==> src/rtl/core/wpc_pkg.sv <==
// Shared types and constants for the windowed peak counter.
// No dependencies; imported by every module of the block.
package wpc_pkg;

    // Sizing of the sample window
    localparam int MAX_HALF_WINDOW = 7;
    localparam int SAMPLE_BITS     = 10;
    localparam int WIN_DEPTH       = 2 * MAX_HALF_WINDOW + 1;
    localparam int IDX_BITS        = $clog2(WIN_DEPTH);
    localparam int FILL_BITS       = $clog2(WIN_DEPTH + 1);

    // Register fields and count
    localparam int HALF_BITS   = 3;
    localparam int THR_BITS    = 10;
    localparam int COUNT_BITS  = 16;
    localparam int CMP_BITS    = (SAMPLE_BITS > THR_BITS) ? SAMPLE_BITS : THR_BITS;
    localparam int CFG_IDX_BITS  = 2;
    localparam int CFG_DATA_BITS = 10;

    localparam logic [HALF_BITS-1:0] HALF_WINDOW_RESET = 3'd2;
    localparam logic [THR_BITS-1:0]  THRESHOLD_RESET   = 10'd520;
    localparam logic [COUNT_BITS-1:0] COUNT_MAX        = '1;

    // Configuration register indexes
    localparam logic [CFG_IDX_BITS-1:0] REG_HALF_WINDOW    = 2'd0;
    localparam logic [CFG_IDX_BITS-1:0] REG_PEAK_THRESHOLD = 2'd1;

    typedef logic [SAMPLE_BITS-1:0] sample_t;

    // Input word
    typedef struct packed {
        sample_t sample;
        logic    record_start;
    } in_word_t;

    // Result word
    typedef struct packed {
        logic                  center_valid;
        logic                  is_peak;
        logic [COUNT_BITS-1:0] peak_count;
    } result_t;

    // Per-cell comparison against the centre sample
    typedef struct packed {
        logic gt;
        logic ge;
    } cmp_t;

endpackage

==> src/rtl/core/wpc_cell.sv <==
// One cell of the sample shift line: holds one sample and compares its
// incoming value with the centre sample. Depends on wpc_pkg.
module wpc_cell
    import wpc_pkg::*;
(
    input  logic    clk,
    input  logic    rst_n,
    input  logic    shift_en,
    input  sample_t shift_in,
    input  sample_t center,
    output sample_t value,
    output cmp_t    cmp
);

    sample_t value_reg;
    sample_t value_next;

    // Take the neighbour's sample on every accepted word
    always_comb
    begin
        value_next = shift_en ? shift_in : value_reg;
    end

    always_ff @(posedge clk or negedge rst_n)
    begin
        if (!rst_n)
        begin
            value_reg <= '0;
        end
        else
        begin
            value_reg <= value_next;
        end
    end

    // Compare the sample this cell is about to hold with the centre
    always_comb
    begin
        cmp.gt = (shift_in > center);
        cmp.ge = (shift_in >= center);
    end

    assign value = value_reg;

endmodule

==> src/rtl/core/wpc_out_buf.sv <==
// Two-entry result buffer: output register plus skid register.
// Depends on wpc_pkg.
module wpc_out_buf
    import wpc_pkg::*;
(
    input  logic    clk,
    input  logic    rst_n,
    input  logic    push,
    input  result_t push_word,
    output logic    full,
    output logic    result_valid,
    input  logic    result_stall,
    output result_t result_word
);

    logic    out_valid_reg, out_valid_next;
    logic    skid_valid_reg, skid_valid_next;
    result_t out_word_reg, out_word_next;
    result_t skid_word_reg, skid_word_next;
    logic    pop;

    assign pop = out_valid_reg && !result_stall;

    // Drain the skid entry first, otherwise land the new word
    always_comb
    begin
        out_valid_next  = out_valid_reg;
        skid_valid_next = skid_valid_reg;
        out_word_next   = out_word_reg;
        skid_word_next  = skid_word_reg;
        if (skid_valid_reg)
        begin
            if (pop)
            begin
                out_word_next   = skid_word_reg;
                skid_valid_next = 1'b0;
            end
        end
        else if (push)
        begin
            if (!out_valid_reg || pop)
            begin
                out_word_next  = push_word;
                out_valid_next = 1'b1;
            end
            else
            begin
                skid_word_next  = push_word;
                skid_valid_next = 1'b1;
            end
        end
        else if (pop)
        begin
            out_valid_next = 1'b0;
        end
    end

    always_ff @(posedge clk or negedge rst_n)
    begin
        if (!rst_n)
        begin
            out_valid_reg  <= 1'b0;
            skid_valid_reg <= 1'b0;
        end
        else
        begin
            out_valid_reg  <= out_valid_next;
            skid_valid_reg <= skid_valid_next;
        end
    end

    always_ff @(posedge clk)
    begin
        out_word_reg  <= out_word_next;
        skid_word_reg <= skid_word_next;
    end

    assign full         = skid_valid_reg;
    assign result_valid = out_valid_reg;
    assign result_word  = out_word_reg;

endmodule

==> src/rtl/core/windowed_peak_counter_core.sv <==
// Windowed peak counter: each accepted sample word yields one registered result
// word, and a new sample word is taken every cycle unless the result buffer is full.
// The rate is set by a combinational compare of the centre sample against all window
// cells at once; a two-entry result buffer keeps input flowing while a result waits.
// Depends on wpc_pkg, wpc_cell and wpc_out_buf.
module windowed_peak_counter_core
    import wpc_pkg::*;
(
    input  logic                     clk,
    input  logic                     rst_n,
    input  logic                     sample_valid,
    output logic                     sample_stall,
    input  in_word_t                 sample_word,
    output logic                     result_valid,
    input  logic                     result_stall,
    output result_t                  result_word,
    input  logic                     cfg_valid,
    output logic                     cfg_ready,
    input  logic [CFG_IDX_BITS-1:0]  cfg_index,
    input  logic [CFG_DATA_BITS-1:0] cfg_data
);

    logic [HALF_BITS-1:0]  half_reg, half_next;
    logic [THR_BITS-1:0]   thr_reg, thr_next;
    logic [FILL_BITS-1:0]  fill_reg, fill_next;
    logic [COUNT_BITS-1:0] count_reg, count_next;

    logic                  accept;
    logic                  buf_full;
    logic [HALF_BITS-1:0]  half_eff;
    logic [IDX_BITS-1:0]   center_idx;
    sample_t               center;
    sample_t               win_in [WIN_DEPTH];
    sample_t               win_q  [WIN_DEPTH];
    cmp_t                  cmp    [WIN_DEPTH];
    logic                  peak_raw;
    logic                  center_ok;
    logic [FILL_BITS-1:0]  fill_base;
    logic [FILL_BITS-1:0]  fill_need;
    logic [COUNT_BITS-1:0] count_base;
    result_t               res;

    assign cfg_ready    = 1'b1;
    assign sample_stall = buf_full;
    assign accept       = sample_valid && !buf_full;

    // Register writes
    always_comb
    begin
        half_next = half_reg;
        thr_next  = thr_reg;
        if (cfg_valid)
        begin
            unique case (cfg_index)
                REG_HALF_WINDOW:    half_next = cfg_data[HALF_BITS-1:0];
                REG_PEAK_THRESHOLD: thr_next  = cfg_data[THR_BITS-1:0];
                default:            ;
            endcase
        end
    end

    // Clamp the half window to the built depth
    assign half_eff = (32'(half_reg) > MAX_HALF_WINDOW) ?
                      HALF_BITS'(MAX_HALF_WINDOW) : half_reg;
    assign center_idx = IDX_BITS'(half_eff);

    // Shift line of sample cells, newest at index 0
    assign win_in[0] = sample_word.sample;
    for (genvar g = 1; g < WIN_DEPTH; g++)
    begin : g_link
        assign win_in[g] = win_q[g-1];
    end

    assign center = win_in[center_idx];

    for (genvar g = 0; g < WIN_DEPTH; g++)
    begin : g_cell
        wpc_cell u_cell (
            .clk      (clk),
            .rst_n    (rst_n),
            .shift_en (accept),
            .shift_in (win_in[g]),
            .center   (center),
            .value    (win_q[g]),
            .cmp      (cmp[g])
        );
    end

    // Peak: centre >= threshold, > older and >= newer samples; always with half 0
    always_comb
    begin
        int hi;
        hi       = int'(half_eff);
        peak_raw = (CMP_BITS'(center) >= CMP_BITS'(thr_reg));
        for (int i = 0; i < WIN_DEPTH; i++)
        begin
            if ((i < hi) && cmp[i].gt)
            begin
                peak_raw = 1'b0;
            end
            if ((i > hi) && (i <= 2 * hi) && cmp[i].ge)
            begin
                peak_raw = 1'b0;
            end
        end
        if (half_eff == '0)
        begin
            peak_raw = 1'b1;
        end
    end

    // Advance fill level and peak count
    always_comb
    begin
        fill_base  = sample_word.record_start ? '0 : fill_reg;
        count_base = sample_word.record_start ? '0 : count_reg;
        fill_next  = (fill_base < FILL_BITS'(WIN_DEPTH)) ? fill_base + 1'b1 : fill_base;
        fill_need  = FILL_BITS'((int'(half_eff) << 1) + 1);
        center_ok  = (fill_next >= fill_need);
        count_next = count_base;
        if (center_ok && peak_raw && (count_base != COUNT_MAX))
        begin
            count_next = count_base + 1'b1;
        end
        res.center_valid = center_ok;
        res.is_peak      = center_ok && peak_raw;
        res.peak_count   = count_next;
    end

    always_ff @(posedge clk or negedge rst_n)
    begin
        if (!rst_n)
        begin
            half_reg  <= HALF_WINDOW_RESET;
            thr_reg   <= THRESHOLD_RESET;
            fill_reg  <= '0;
            count_reg <= '0;
        end
        else
        begin
            half_reg <= half_next;
            thr_reg  <= thr_next;
            if (accept)
            begin
                fill_reg  <= fill_next;
                count_reg <= count_next;
            end
        end
    end

    wpc_out_buf u_out_buf (
        .clk          (clk),
        .rst_n        (rst_n),
        .push         (accept),
        .push_word    (res),
        .full         (buf_full),
        .result_valid (result_valid),
        .result_stall (result_stall),
        .result_word  (result_word)
    );

endmodule

==> config.mk <==
export PLATFORM = sky130hd
export DESIGN_NAME = windowed_peak_counter_core
export DESIGN_NICKNAME = d
export VERILOG_FILES = /design/src/rtl/core/wpc_pkg.sv /design/src/rtl/core/wpc_cell.sv /design/src/rtl/core/wpc_out_buf.sv /design/src/rtl/core/windowed_peak_counter_core.sv
export SDC_FILE = /design/constraint.sdc
export NUM_CORES = 1
export LEC_CHECK = 0
export ABC_AREA = 0
export BUFFER_PORTS_ARGS = -buffer_cell sky130_fd_sc_hd__buf_2
export CELL_PAD_IN_SITES_DETAIL_PLACEMENT = 1
export CELL_PAD_IN_SITES_GLOBAL_PLACEMENT = 2
export CORE_ASPECT_RATIO = 2
export CORE_MARGIN = 4
export CORE_UTILIZATION = 36
export DETAILED_ROUTE_END_ITERATION = 12
export PLACE_DENSITY_LB_ADDON = 0.1
export RECOVER_POWER = 25
export SETUP_SLACK_MARGIN = 0.3
export SLEW_MARGIN = 30
export SYNTH_ARGS = -nofsm -noshare
export SYNTH_HDL_FRONTEND = slang
export SYNTH_SLANG_ARGS = --single-unit
==> constraint.sdc <==
create_clock -name clk -period 4.79 [get_ports clk]
set_input_delay 0.2395 -clock clk [delete_from_list [all_inputs] [get_ports clk]]
set_output_delay 0.2395 -clock clk [all_outputs]
set_load 0.01 [all_outputs]
After elaboration in Yosys (flattened, before gate mapping)
Index checks and enable logic that the tools add are counted.
{"block": "word_totals", "register_bits": 211, "input_bits": 28}
{"block": "op_classes", "add_sub_neg": 3, "n_bitwise": 3, "order_cmp": 53, "n_mux": 40, "n_reduce_logical": 46, "n_eq_ne": 4}
{"operator": "greater-or-equal comparator 10 bit", "n": 15}
{"operator": "two-way mux 18 bit", "n": 4}
{"operator": "greater-than comparator 10 bit", "n": 7}
{"operator": "binary-select mux 10 bit (select 4 bit)", "n": 1}
{"operator": "logical AND 1 bit", "n": 32}
{"operator": "two-way mux 16 bit", "n": 2}
{"operator": "two-way mux 1 bit", "n": 29}
{"operator": "<= comparator 4 bit, first input constant", "n": 7}
{"operator": "two-way mux 10 bit", "n": 2}
{"operator": "adder 16 x 1 -> 16 bit, second input constant", "n": 1}
{"operator": "<= comparator 3 x 4 -> 1 bit, first input constant", "n": 4}
{"operator": "inequality test 16 bit, second input constant", "n": 1}
{"operator": "greater-than comparator 3 bit, first input constant", "n": 4}
{"operator": "less-than comparator 3 bit, first input constant", "n": 3}
{"operator": "AND reduction 3 bit", "n": 3}
{"operator": "adder 4 x 1 -> 4 bit, second input constant", "n": 2}
{"operator": "<= comparator 2 x 4 -> 1 bit, first input constant", "n": 2}
{"operator": "two-way mux 4 bit", "n": 2}
{"operator": "greater-than comparator 2 x 3 -> 1 bit, first input constant", "n": 2}
{"operator": "less-than comparator 1 x 3 -> 1 bit, first input constant", "n": 2}
{"operator": "less-than comparator 2 x 3 -> 1 bit, first input constant", "n": 2}
{"operator": "nonzero test 2 bit", "n": 3}
{"operator": "greater-or-equal comparator 5 bit, second input constant", "n": 1}
{"operator": "NOT 3 -> 5 bit", "n": 1}
{"operator": "other kinds (13)", "n": 17}

Logic depth before layout (Yosys ltp)
Gate-level depths: netlist (run 1).
{"block": "depth", "depth_word": 34, "mapped_depth": 18}

Modules after synthesis
From an unflattened synthesis (run 1), not the netlist that was laid out.
{"block": "unflattened", "hier_cells": 1321, "area_unflattened_um2": 14174.8}
{"module": "wpc_cell", "cells_per_inst": 59, "seq_area_each_um2": 250.2, "area_each_um2": 633.1, "instances": 15}
{"module": "windowed_peak_counter_core", "cells_per_inst": 368, "seq_area_each_um2": 829.5, "area_each_um2": 3208.1, "instances": 1}
{"module": "wpc_out_buf", "cells_per_inst": 68, "seq_area_each_um2": 1131.1, "area_each_um2": 1470.2, "instances": 1}

Least setup slack after synthesis (run 1)
No wires, ideal clock.
{"block": "synth_timing", "path_type": "register to register", "from": "register half_reg[0], in the netlist half_eff[0]", "to": "register u_out_buf.out_word_reg, in the netlist u_out_buf.result_word[13] (data pin)", "setup_slack_ps": 78, "path_stages_with_launch": 17, "setup_ps": 265, "required_ps": 4525, "arrival_ps": 4446, "period_less_slack_ps": 4712, "cell_sequence": "dfrtp_1 > clkbuf_1 > buf_1 > mux4_2 > nand2_1 > and2_1 > ha_1 > a21o_1 > a21o_1 > a2111oi_0 > o32a_1 > nand3_1 > and4bb_2 > a21o_1 > buf_2 > nor2_1 > or3_1"}
{"item": "start, declared", "line_no": "windowed_peak_counter_core.sv:23", "text": "logic [HALF_BITS-1:0] half_reg, half_next;"}
{"item": "start signal, assigned", "line_no": "windowed_peak_counter_core.sv:141", "text": "half_reg <= half_next;"}
{"item": "end signal, assigned", "line_no": "wpc_out_buf.sv:74", "text": "out_word_reg <= out_word_next;"}
{"item": "end, declared", "line_no": "wpc_out_buf.sv:18", "text": "result_t out_word_reg, out_word_next;"}

==> results of run 1 <==
-- Yosys cell counts (16+ instances only) --
cell type  count  area, um^2
nand2_1      485        1820
dfrtp_1      172        4300
ha_1         165        2060
inv_1         50         188
o21ai_0       50         250
clkbuf_1      46         173
nor2_1        46         173
nand3_1       41         205
a21oi_1       40         200
edfxtp_1      36        1080
mux4_2        20         450
nor2b_1       19         119
a31oi_1       17         106
nand4_1       17         106
and3_1        16         100
mux2_2        16         180
-- cell type report --
class                   count  area [um^2]
multi-input cells        1123         7440
inverters                  52          199
well taps                 450          563
repair buffers            135         1090
flip-flops and latches    211         5470
clock buffers              31          656
clock inverters             8         42.5
fillers                  4123        20500
-- path summary, 6_finish.rpt --
kind | start | to | slack, ns | cells past startpoint
worst max-delay path | half_eff[0] | u_out_buf.result_word[3] | 0.38 | 17
worst min-delay path | cfg_data[2] | half_eff[2] | 0.02 | 3
worst max register to register | half_eff[0] | u_out_buf.result_word[3] | 0.38 | 17
worst min register to register | g_cell[13].u_cell.value[6] | g_cell[13].u_cell.value[6] | 0.49 | 2
max in group asynchronous | rst_n | thr_reg[7] | 2.42 | 2
min in group asynchronous | rst_n | count_reg[8] | 0.91 | 2
-- cells in the final DEF, fill, tap and decap left out, types with 6 or more instances in the layout --
master         instances
nor2b_1               18
a21o_1                15
nand3_1               41
edfxtp_1              36
buf_6                  7
nor2_1                45
nand2_1              484
nand2b_1              10
or3_1                  9
clkbuf_16             25
o21a_1                 8
o21ai_0               41
a211oi_1              12
dlygate4sd3_1         18
mux2_2                16
nor3_1                15
o21ai_1               11
o211ai_1              14
and3_1                15
dfrtp_1              171
buf_4                 52
nand4_1               17
a31oi_1               14
ha_1                 165
buf_2                 28
and4_1                 8
inv_1                 49
a21oi_1               37
buf_12                 9
clkbuf_1              21
clkinv_1               6
mux4_2                20
-- logic make-up after synthesis --
kind of cell,after synthesis,synth area share
fa+ha+maj,165,0.157
other cells,1,0.000286
compound gates,206,0.103
simple gates,709,0.237
flops,211,0.417
xor+xnor,2,0.00134
buf+inv,113,0.0340
mux,40,0.0511
-- repair_timing --
item,4_1_cts,5_1_grt
buffers inserted,2,8
pin swaps,1,14
hold buffers,18,0
setup endpoints to repair,50,43
gates resized for setup,16,50
hold endpoints to repair,93,0
gates cloned,0,3
-- power groups by stage --
stage,clock network (W),logic [W],registers (W)
floorplan,0,0.00332,0.00303
global placement,0,0.00520,0.00337
detailed placement,0,0.00535,0.00338
CTS,0.00178,0.00547,0.00335
global route,0.00185,0.00638,0.00343
finish,0.00173,0.00570,0.00334
-- through the flow --
step	area, um^2	power, W	hold slack, ns
after floorplan	13100	0.00635	-0.0561
after global placement	14200	0.00857	0.340
after detailed placement	14200	0.00872	0.342
after CTS	15200	0.0106	0.00429
after global routing	15500	0.0117	0.0136
final	15500	0.0108	0.0213
-- routing by layer --
layer  global-route usage  share of wire  vias up  routed length (um)
met5                    0              0        -                   0
met4                0.129          0.070        0                3290
met3               0.0217          0.024      117                1150
met2                0.465           0.57      197               26800
met1                0.228           0.34     5523               16000
li1                     -              -     5270                   -
-- worst reg2reg max path, delay by kind of cell, from the launching register on --
kind / cells / cell delay, ns
muxes: 1 / 0.50
DFF: 1 / 0.50
AOI/OAI and AO/OA: 5 / 1.11
and+or+nand+nor: 6 / 1.20
adders and majority gates: 1 / 0.25
buffers and inverters: 4 / 0.69
==> results.md, run 1 <==
- Starting density of the core: 0.365
- Crit path launch type: register
- LEAKAGE: 7.50 nW
- Post-Route WL: around 47 mm
- GRT Overall Usage: 0.234
- Final setup margin: ~0.38 ns
- RSZ-0062 raised after global routing: yes
- Vias in the first global route: 12.0k
- Final nets: about 1.7k
- Die area: 39,700 um^2
- Pwr/cell area: around 700 nW/um^2
- Flop pwr share: 0.310
- Status: finished, violations left
- TritonRoute pass-1 iters: 4
- Core Rows: 98
- Final setup TNS: 0 ns
- Hold Path Class: in -> reg
- Final period utilization: 0.920
- Comb pwr share: 0.529
- Cts bufs inserted: 23
- Detailed-route DRC error count: 0
- Clk Latency, worst-skew pair: ~0.54 ns
- Int Pwr: between 0.005 and 0.006 W
- Fin. Hold Viols: 0
- Remaining antenna violation count: 0
- Port bufs: 47
- Final Util: 0.430
- CTS H-Tree Depth: 1
- Fin crit period: around 4.4 ns
- Syn Nets: between 1.5k and 2k
- Via count: ~11k
- Violated checks: capacitance limit, slew limit
- WS Path Type: reg -> reg
- Count of cell types in the netlist: between 60 and 70
- Max VDD drop: roughly 0.00038 V
- Slew Limit Headroom: -0.581
- ANT cells: 0
- DR vias/cell: between 5 and 6
- Endpoint class of the critical path: register
- Most used cell, CP: buf_4
- First-pass GRT wire length: a little over 70 mm
- DIE WIDTH: around 140 um
- Synth Warn #: 0
- Clk sink count: approximately 210
- Max incr delay on CP: around 0.5 ns
- CTS tree: built
- Slew @ Worst Pin: between 2 and 2.5 ns
- Placed cells: between 1.5k and 2k
- Detailed-placement wirelength estimate: 35.1 mm
- Critical path's slowest cell: dfrtp_2
- Mapped Cells: 1,447
- Clk slew on worst S/H paths: 0.06 ns
- Global placer's final weighted congestion: ~0.84
- Post-route insts no fill: between 2k and 2.5k
- Clock share of power: 0.161
- Worst-path maximum fanout: 14
- Critical path, cell by cell: buf_12 -> buf_4 -> mux4_2 -> nand2_1 -> and2_2 -> buf_4 -> ha_1 -> nand2_1 -> o21ai_0 -> a2111oi_4 -> o32a_1 -> nand3_1 -> and4bb_2 -> a21oi_2 -> buf_4 -> or3_1 -> a31oi_1
- Area grow syn2layout: 17.9%
- CORE AREA: roughly 36,000 um^2
- Antenna violations before repair: 0
- Syn Area/Cell: about 9.1 um^2
- NetSw: 0.00491 W
- DRT iter0 DRCs: 405
- Largest net degree at the start of global routing: around 170
- Setup violators final: 0
- Ys async rst share: 0.829
- Gr ovfl total: 0
- Max Root-Sink Buffers: 3
- Share of cells above drive strength 1: 0.138
- Netlist Area Pre-Place: ~13,000 um^2
- Switching Share: 0.456
- Crit path buf inv count: 4
- WP data required: ~5.2 ns
- Die H: about 280 um
- IO Pins: roughly 50
- Family with the most delay on the worst path: simple AND/OR/NAND/NOR gates
- Register area share after synthesis: 0.417
- EDFF count, synth: 36
- Max reg flops: 140
- Placement Setup Slack: -0.263 ns
- Final clock skew: ~0.017 ns
- Wirelength per Cell: ~24 um
- Yosys reg bits: 211
- Max-cap violation count: 1
- Fin. max-slew vios: 79
- Synth Flop Type: dfrtp_1
- Clock root buffer: clkbuf_16
- CP arrival: roughly 4.8 ns
- Fmax: between 200 and 250 MHz
No activity file was read; power rests on OpenSTA's default activity.
==> run 2: changes to the inputs <==
Settings changed: CTS_CLUSTER_SIZE from default to 10, PLACE_DENSITY_LB_ADDON 0.1 to 0.3.
==> run 2 against run 1 <==
Final cell count increased by 0.85%. Critical endpoint is now u_out_buf.result_word[11]. Combinational power rose by 5.1%. The flow still finishes with violations (capacitance limit, slew limit). Sequential share of layout area fell by 0.97 points. Clock-buffer cell count increased by 5. Global-route usage shrank 1.0 points. Utilization grew 1.2 points. Fmax down 1.2%. Clock power is essentially flat. Register-to-register slack worse by 0.05 ns. Wire length shrank 2.3%. Power rose by 2.9%.
==> results.md, run 2 (synthesized netlist as in run 1, its figures left out) <==
- Critical R2R Launch: half_eff[0]
- Pwr/cell area: 697 nW/um^2 (about the same)
- Reg area: 5470 um^2 (unchanged)
- CP arrival: 4.85 ns (+0.08 ns)
- Starting density of the core: 0.365 (unchanged)
- Clock root buffer: clkbuf_16
- Clk sink count: 211 (unchanged)
- CTS tree: built
- First-pass GRT wire length: 69.5 mm (-2.6%)
- Remaining antenna violation count: 0 (unchanged)
- DR vias/cell: 5.57 (+0.75%)
- WS Path Type: reg -> reg
- Placed cells: 1,930 (-0.52%)
- Core Rows: 98 (unchanged)
- Global placer's final weighted congestion: 0.869 (+3.0%)
- Detailed-route DRC error count: 0 (unchanged)
- Fmax: 224 MHz (-1.2%)
- Fin. Hold Viols: 0 (unchanged)
- Hold Path Class: in -> reg
- GRT Overall Usage: 0.224 (-0.0103)
- ANT cells: 0 (unchanged)
- Multi-input gate area: 7610 um^2 (+2.3%)
- Finished Cell Area: 15,900 um^2 (+2.8%)
- Reg-to-Reg End: u_out_buf.result_word[11]
- Port bufs: 47 (unchanged)
- Detailed-placement wirelength estimate: 32.3 mm (-7.8%)
- Largest net degree at the start of global routing: 98 (-41%)
- Min-Delay Path Depth: 3 (unchanged)
- Violated checks: capacitance limit, slew limit
- Endpoint class of the critical path: register
- FILL cells: 4,165 (+1.0%)
- Vias in the first global route: 12.3k (+2.4%)
- Die H: 278 um (unchanged)
- Final nets: 1,760 (+1.2%)
- Gr ovfl total: 0 (unchanged)
- Clk slew on worst S/H paths: 0.07 ns (about the same)
- Share of cells above drive strength 1: 0.158 (+0.0194)
- Slew @ Worst Pin: 2.31 ns (-0.0565 ns)
- Worst-path maximum fanout: 8 (-6)
- Via count: 11.3k (+1.6%)
- Most common cell after layout, fill and taps aside: nand2_1
- CORE AREA: 35,900 um^2 (unchanged)
- Setup violators final: 0 (unchanged)
- Fin. max-slew vios: 80 (+1.3%)
- Antenna violations before repair: 0 (unchanged)
- Worst Hold End: u_out_buf.full
- Final period utilization: 0.931 (+0.0110)
- Final setup TNS: 0 ns (unchanged)
- LEAKAGE: 7.67 nW (+2.3%)
- Hold Path Origin: sample_valid
- TritonRoute pass-1 iters: 4 (unchanged)
- Max VDD drop: 0.000399 V (+5.4%)
- CTS H-Tree Depth: 1 (unchanged)
- Critical Path Source: half_eff[0]
- IO Pins: 49 (unchanged)
- Clk Latency, worst-skew pair: 0.55 ns (about the same)
- Post-Route WL: 46.2 mm (-2.3%)
- WP data required: 5.18 ns (+0.03 ns)
- Fin crit period: 4.46 ns (+0.0526 ns)
- DRT iter0 DRCs: 455 (+12%)
- Post-route insts no fill: 2,027 (+0.85%)
- Cts bufs inserted: 25 (+8.7%)
- Placed cell area: 14,200 um^2 (-0.35%)
- Most frequent cells in the layout: nand2_1 (483), dfrtp_1 (171), ha_1 (157)
- Slew Limit Headroom: -0.543 (+0.0377)
- DIE WIDTH: 143 um (unchanged)
- Area grow syn2layout: 21.2%
- Flop2flop setup slack: 0.33 ns (-0.05 ns)
- Max reg flops: 140 (unchanged)
- Final clock skew: 0.0228 ns (+0.00565 ns)
- Wirelength per Cell: 22.8 um (-3.1%)
- Max-cap violation count: 1 (unchanged)
- Die area: 39,700 um^2 (unchanged)
- RSZ-0062 raised after global routing: yes
- Max Root-Sink Buffers: 3 (unchanged)
- Reg2reg path depth: 18 (+1)
- Status: finished, violations left
- Crit path launch type: register
run 2: critical path: stages, from the launching register on:
cell	delay (ns)
dfrtp_2	0.48
buf_12	0.17
buf_4	0.11
mux4_2	0.48
nand2_1	0.11
and2_4	0.19
buf_12	0.15
buf_8	0.17
ha_1	0.26
and4_1	0.21
o21a_1	0.13
o31ai_4	0.31
a31oi_2	0.17
nor4_2	0.24
and4_4	0.27
a21oi_4	0.12
buf_12	0.17
or3_1	0.38
a31oi_1	0.17
run 2: per-layer routing:
metal | track usage | share of wire | vias up
met4 | 0.137 | 0.071 | 0
met2 | 0.420 | 0.55 | 242
li1 | - | - | 5291
met3 | 0.0241 | 0.030 | 140
met1 | 0.232 | 0.35 | 5612
met5 | 0 | 0 | -
run 2: timing repair:
| item | in CTS | in global routing |
|---|---|---|
| gates cloned | 1 | 7 |
| gates resized for setup | 9 | 94 |
| buffers inserted | 4 | 26 |
| hold endpoints to repair | 99 | 0 |
| pin swaps | 1 | 26 |
| hold buffers | 22 | 0 |
| endpoints found under the setup margin | 42 | 46 |
run 2: metrics by stage:
| stage | power [W] | util | hold slack, ns | setup WS, ns |
|---|---|---|---|---|
| floorplan | 0.00635 | - | -0.0561 | 0.342 |
| global placement | 0.00836 | 0.394 | 0.334 | 0.120 |
| finish | 0.0111 | 0.442 | 0.0464 | 0.330 |
| global route | 0.0120 | 0.442 | 0.0688 | 0.198 |
| detailed placement | 0.00856 | 0.394 | 0.353 | 0.124 |
| CTS | 0.0104 | 0.422 | 0.0341 | 0.303 |
run 2: worst max path at each step:
| stage | endpoint | depth (start not counted) |
|---|---|---|
| 3_3_place_gp | u_out_buf.result_word[5] | 16 |
| 3_5_place_dp | u_out_buf.skid_word_reg[10] | 17 |
| 5_1_grt | u_out_buf.result_word[11] | 18 |
| 4_1_cts | u_out_buf.result_word[11] | 17 |
| 2_1_floorplan | u_out_buf.result_word[13] | 16 |
| 6_report | u_out_buf.result_word[11] | 18 |
run 2: layout make-up:
| cell class | instances | share of cell area |
|---|---|---|
| inverters | 52 | 0.0125 |
| well taps | 450 | 0.0354 |
| clock buffers | 36 | 0.0420 |
| multi-input cells | 1123 | 0.479 |
| clock inverters | 1 | 0.000551 |
| repair buffers | 154 | 0.0868 |
| flip-flops and latches | 211 | 0.344 |
run 2: report_power, final:
group	leakage, nW	switching [W]	internal (W)
Combinational	4.70	0.00338	0.00261
Sequential	2.64	0.000799	0.00255
Clock	0.325	0.000784	0.000950
==> run 3: changes to the inputs <==
Settings changed: CORE_UTILIZATION 36 to 40.
Clock period 4.79 ns to 4.44 ns, I/O delays scaled along.
==> run 3 against run 2 <==
Combinational power increased by 33%. Highest routed layer unchanged. Die area fell by 9.6%. First-iteration DRC count increased by 22%. The run still ends with capacitance limit, slew limit left. Fmax grew 0.51%.
==> results.md, run 3 (synthesized netlist as in run 1, its figures left out) <==
- Hold Path Origin: sample_valid
- Final nets: 1,874 (+6.5%)
- Share of cells above drive strength 1: 0.258 (+0.0999)
- CP arrival: 4.71 ns (-0.14 ns)
- Max VDD drop: 0.000499 V (+25%)
- DR vias/cell: 5.66 (+1.6%)
- Max reg flops: 140 (unchanged)
- Min-Delay Path Depth: 3 (unchanged)
- CTS tree: built
- Crit path launch type: register
- Remaining antenna violation count: 0 (unchanged)
- Violated checks: capacitance limit, slew limit
- DIE WIDTH: 136 um (-4.8%)
- Core Rows: 93 (-5.1%)
- DRT iter0 DRCs: 557 (+22%)
- Most common cell after layout, fill and taps aside: nand2_1
- Comb pwr share: 0.594 (+0.053)
- Reg2reg path depth: 20 (+2)
- Most frequent cells in the layout: nand2_1 (473), dfrtp_1 (171), ha_1 (155)
- Final Util: 0.537 (+0.0950)
- Multi-input gate area: 8060 um^2 (+5.8%)
- FILL cells: 3,684 (-12%)
- Vias in the first global route: 13.4k (+9.0%)
- TritonRoute pass-1 iters: 4 (unchanged)
- Placed cells: 2,005 (+3.9%)
- Clock share of power: 0.145 (-0.012)
- Die area: 35,900 um^2 (-9.6%)
- Gr ovfl total: 0 (unchanged)
- ANT cells: 0 (unchanged)
- Max-cap violation count: 1 (unchanged)
- LEAKAGE: 8.49 nW (+11%)
- Slew Limit Headroom: -0.686 (-0.143)
- Final period utilization: 0.999 (+0.0683)
- Int Pwr: 0.00761 W (+25%)
- Flop pwr share: 0.261 (-0.041)
- Antenna violations before repair: 0 (unchanged)
- First-pass GRT wire length: 75.0 mm (+8.0%)
- GRT Overall Usage: 0.272 (+0.0480)
- Port bufs: 47 (unchanged)
- Fin crit period: 4.44 ns (-0.0224 ns)
- Switching Share: 0.434 (-0.0147)
- NetSw: 0.00582 W (+17%)
- Wirelength per Cell: 23.3 um (+2.4%)
- Flop2flop setup slack: 0.003 ns (-0.33 ns)
- Endpoint class of the critical path: register
- Placed cell area: 14,900 um^2 (+5.0%)
- Fin. max-slew vios: 86 (+7.5%)
- Hold Path Class: in -> reg
- CORE AREA: 32,300 um^2 (-10%)
- Fin. Hold Viols: 0 (unchanged)
- RSZ-0062 raised after global routing: yes
- Max Root-Sink Buffers: 3 (unchanged)
- Setup violators final: 0 (unchanged)
- IO Pins: 49 (unchanged)
- Cts bufs inserted: 25 (unchanged)
- Slew @ Worst Pin: 2.53 ns (+0.215 ns)
- Clk slew on worst S/H paths: 0.06 ns (about the same)
- WP data required: 4.71 ns (-0.47 ns)
- Reg-to-Reg End: u_out_buf.skid_word_reg[8]
- Detailed-placement wirelength estimate: 35.4 mm (+9.6%)
- Pwr/cell area: 773 nW/um^2 (+11%)
- Largest net degree at the start of global routing: 166 (+69%)
- Fmax: 225 MHz (+0.51%)
- WS Path Type: reg -> reg
- Detailed-route DRC error count: 0 (unchanged)
- Status: finished, violations left
- Hold_ws: 0.0346 ns (-0.0118 ns)
- Starting density of the core: 0.406 (+0.0404)
- Worst-path maximum fanout: 7 (-1)
- CTS H-Tree Depth: 1 (unchanged)
- Clk Latency, worst-skew pair: 0.53 ns (-0.02 ns)
- Reg area: 5470 um^2 (unchanged)
- Final clock skew: 0.0187 ns (-0.00409 ns)
- Critical R2R Launch: half_eff[0]
- Post-Route WL: 49.6 mm (+7.4%)
- Global placer's final weighted congestion: 0.954 (+9.8%)
- Clock root buffer: clkbuf_16
- Via count: 12.0k (+6.6%)
- Finished Cell Area: 17,400 um^2 (+9.4%)
- Worst Hold End: u_out_buf.full
- Area grow syn2layout: 32.5%
- Post-route insts no fill: 2,126 (+4.9%)
- Die H: 264 um (-5.0%)
- Clk sink count: 211 (unchanged)
run 3: area by class of cell:
cell class                      instances  area share
Timing Repair Buffer                  268       0.138
Tap cell                              427      0.0307
Clock buffer                           44      0.0407
Inverter                               52      0.0114
Clock inverter                          1     0.00173
Multi-Input combinational cell       1123       0.463
Sequential cell                       211       0.314
run 3: worst max-delay path, stage by stage, from the launching register on:
cell and delay, ns:
dfrtp_2 0.41, buf_8 0.15, mux4_2 0.50, nand2_1 0.10
and2_4 0.17, clkinvlp_4 0.14, buf_8 0.18, buf_6 0.12
ha_4 0.20, nand2b_4 0.13, a21o_1 0.17, a21o_1 0.21
a221oi_4 0.29, nor3_2 0.08, buf_4 0.15, and4bb_4 0.37
a21oi_4 0.14, buf_12 0.17, buf_16 0.14, o211ai_1 0.26
nand2_1 0.09
run 3: per-layer routing:
layer	share of wire	wire length, um	GRT usage	vias to the layer above
met3	0.024	1200	0.0244	216
met4	0.10	5140	0.221	0
met5	0	0	0	-
met2	0.56	27600	0.521	324
li1	-	-	-	5527
met1	0.32	15700	0.250	5959
run 3: repair_timing:
| item | CTS | global route |
|---|---|---|
| hold buffers | 21 | 0 |
| setup endpoints to repair | 50 | 50 |
| hold endpoints to repair | 104 | 0 |
| cloned | 2 | 3 |
| pin swaps | 49 | 47 |
| gates resized for setup | 102 | 111 |
| setup buffers | 28 | 22 |
run 3: worst max path at each step:
stage                            from  slack, ns                           to  depth (start not counted)
after detailed placement  half_eff[0]      -0.48     u_out_buf.result_word[2]                         17
final                     half_eff[0]      0.003   u_out_buf.skid_word_reg[8]                         20
after CTS                 half_eff[0]       0.13   u_out_buf.skid_word_reg[2]                         20
after global placement    half_eff[0]      -0.39     u_out_buf.result_word[2]                         16
after floorplan           half_eff[1]       0.30    u_out_buf.result_word[13]                         17
after global routing      half_eff[0]      -0.09  u_out_buf.skid_word_reg[11]                         21
run 3: power by group through the flow:
stage	Sequential, W	Clock [W]	Combinational (W)
2_1_floorplan	0.00327	0	0.00360
3_3_place_gp	0.00353	0	0.00618
3_5_place_dp	0.00353	0	0.00647
4_1_cts	0.00351	0.00200	0.00725
5_1_grt	0.00359	0.00207	0.00873
6_report	0.00351	0.00195	0.00798
run 3: per-stage QoR:
| stage | worst slack [ns] | TNS [ns] | power (W) |
|---|---|---|---|
| floorplan | 0.305 | 0 | 0.00687 |
| global placement | -0.390 | -9.38 | 0.00971 |
| detailed placement | -0.477 | -11.94 | 0.0100 |
| CTS | 0.128 | 0 | 0.0128 |
| global route | -0.0909 | -1.23 | 0.0144 |
| finish | 0.00252 | 0 | 0.0134 |
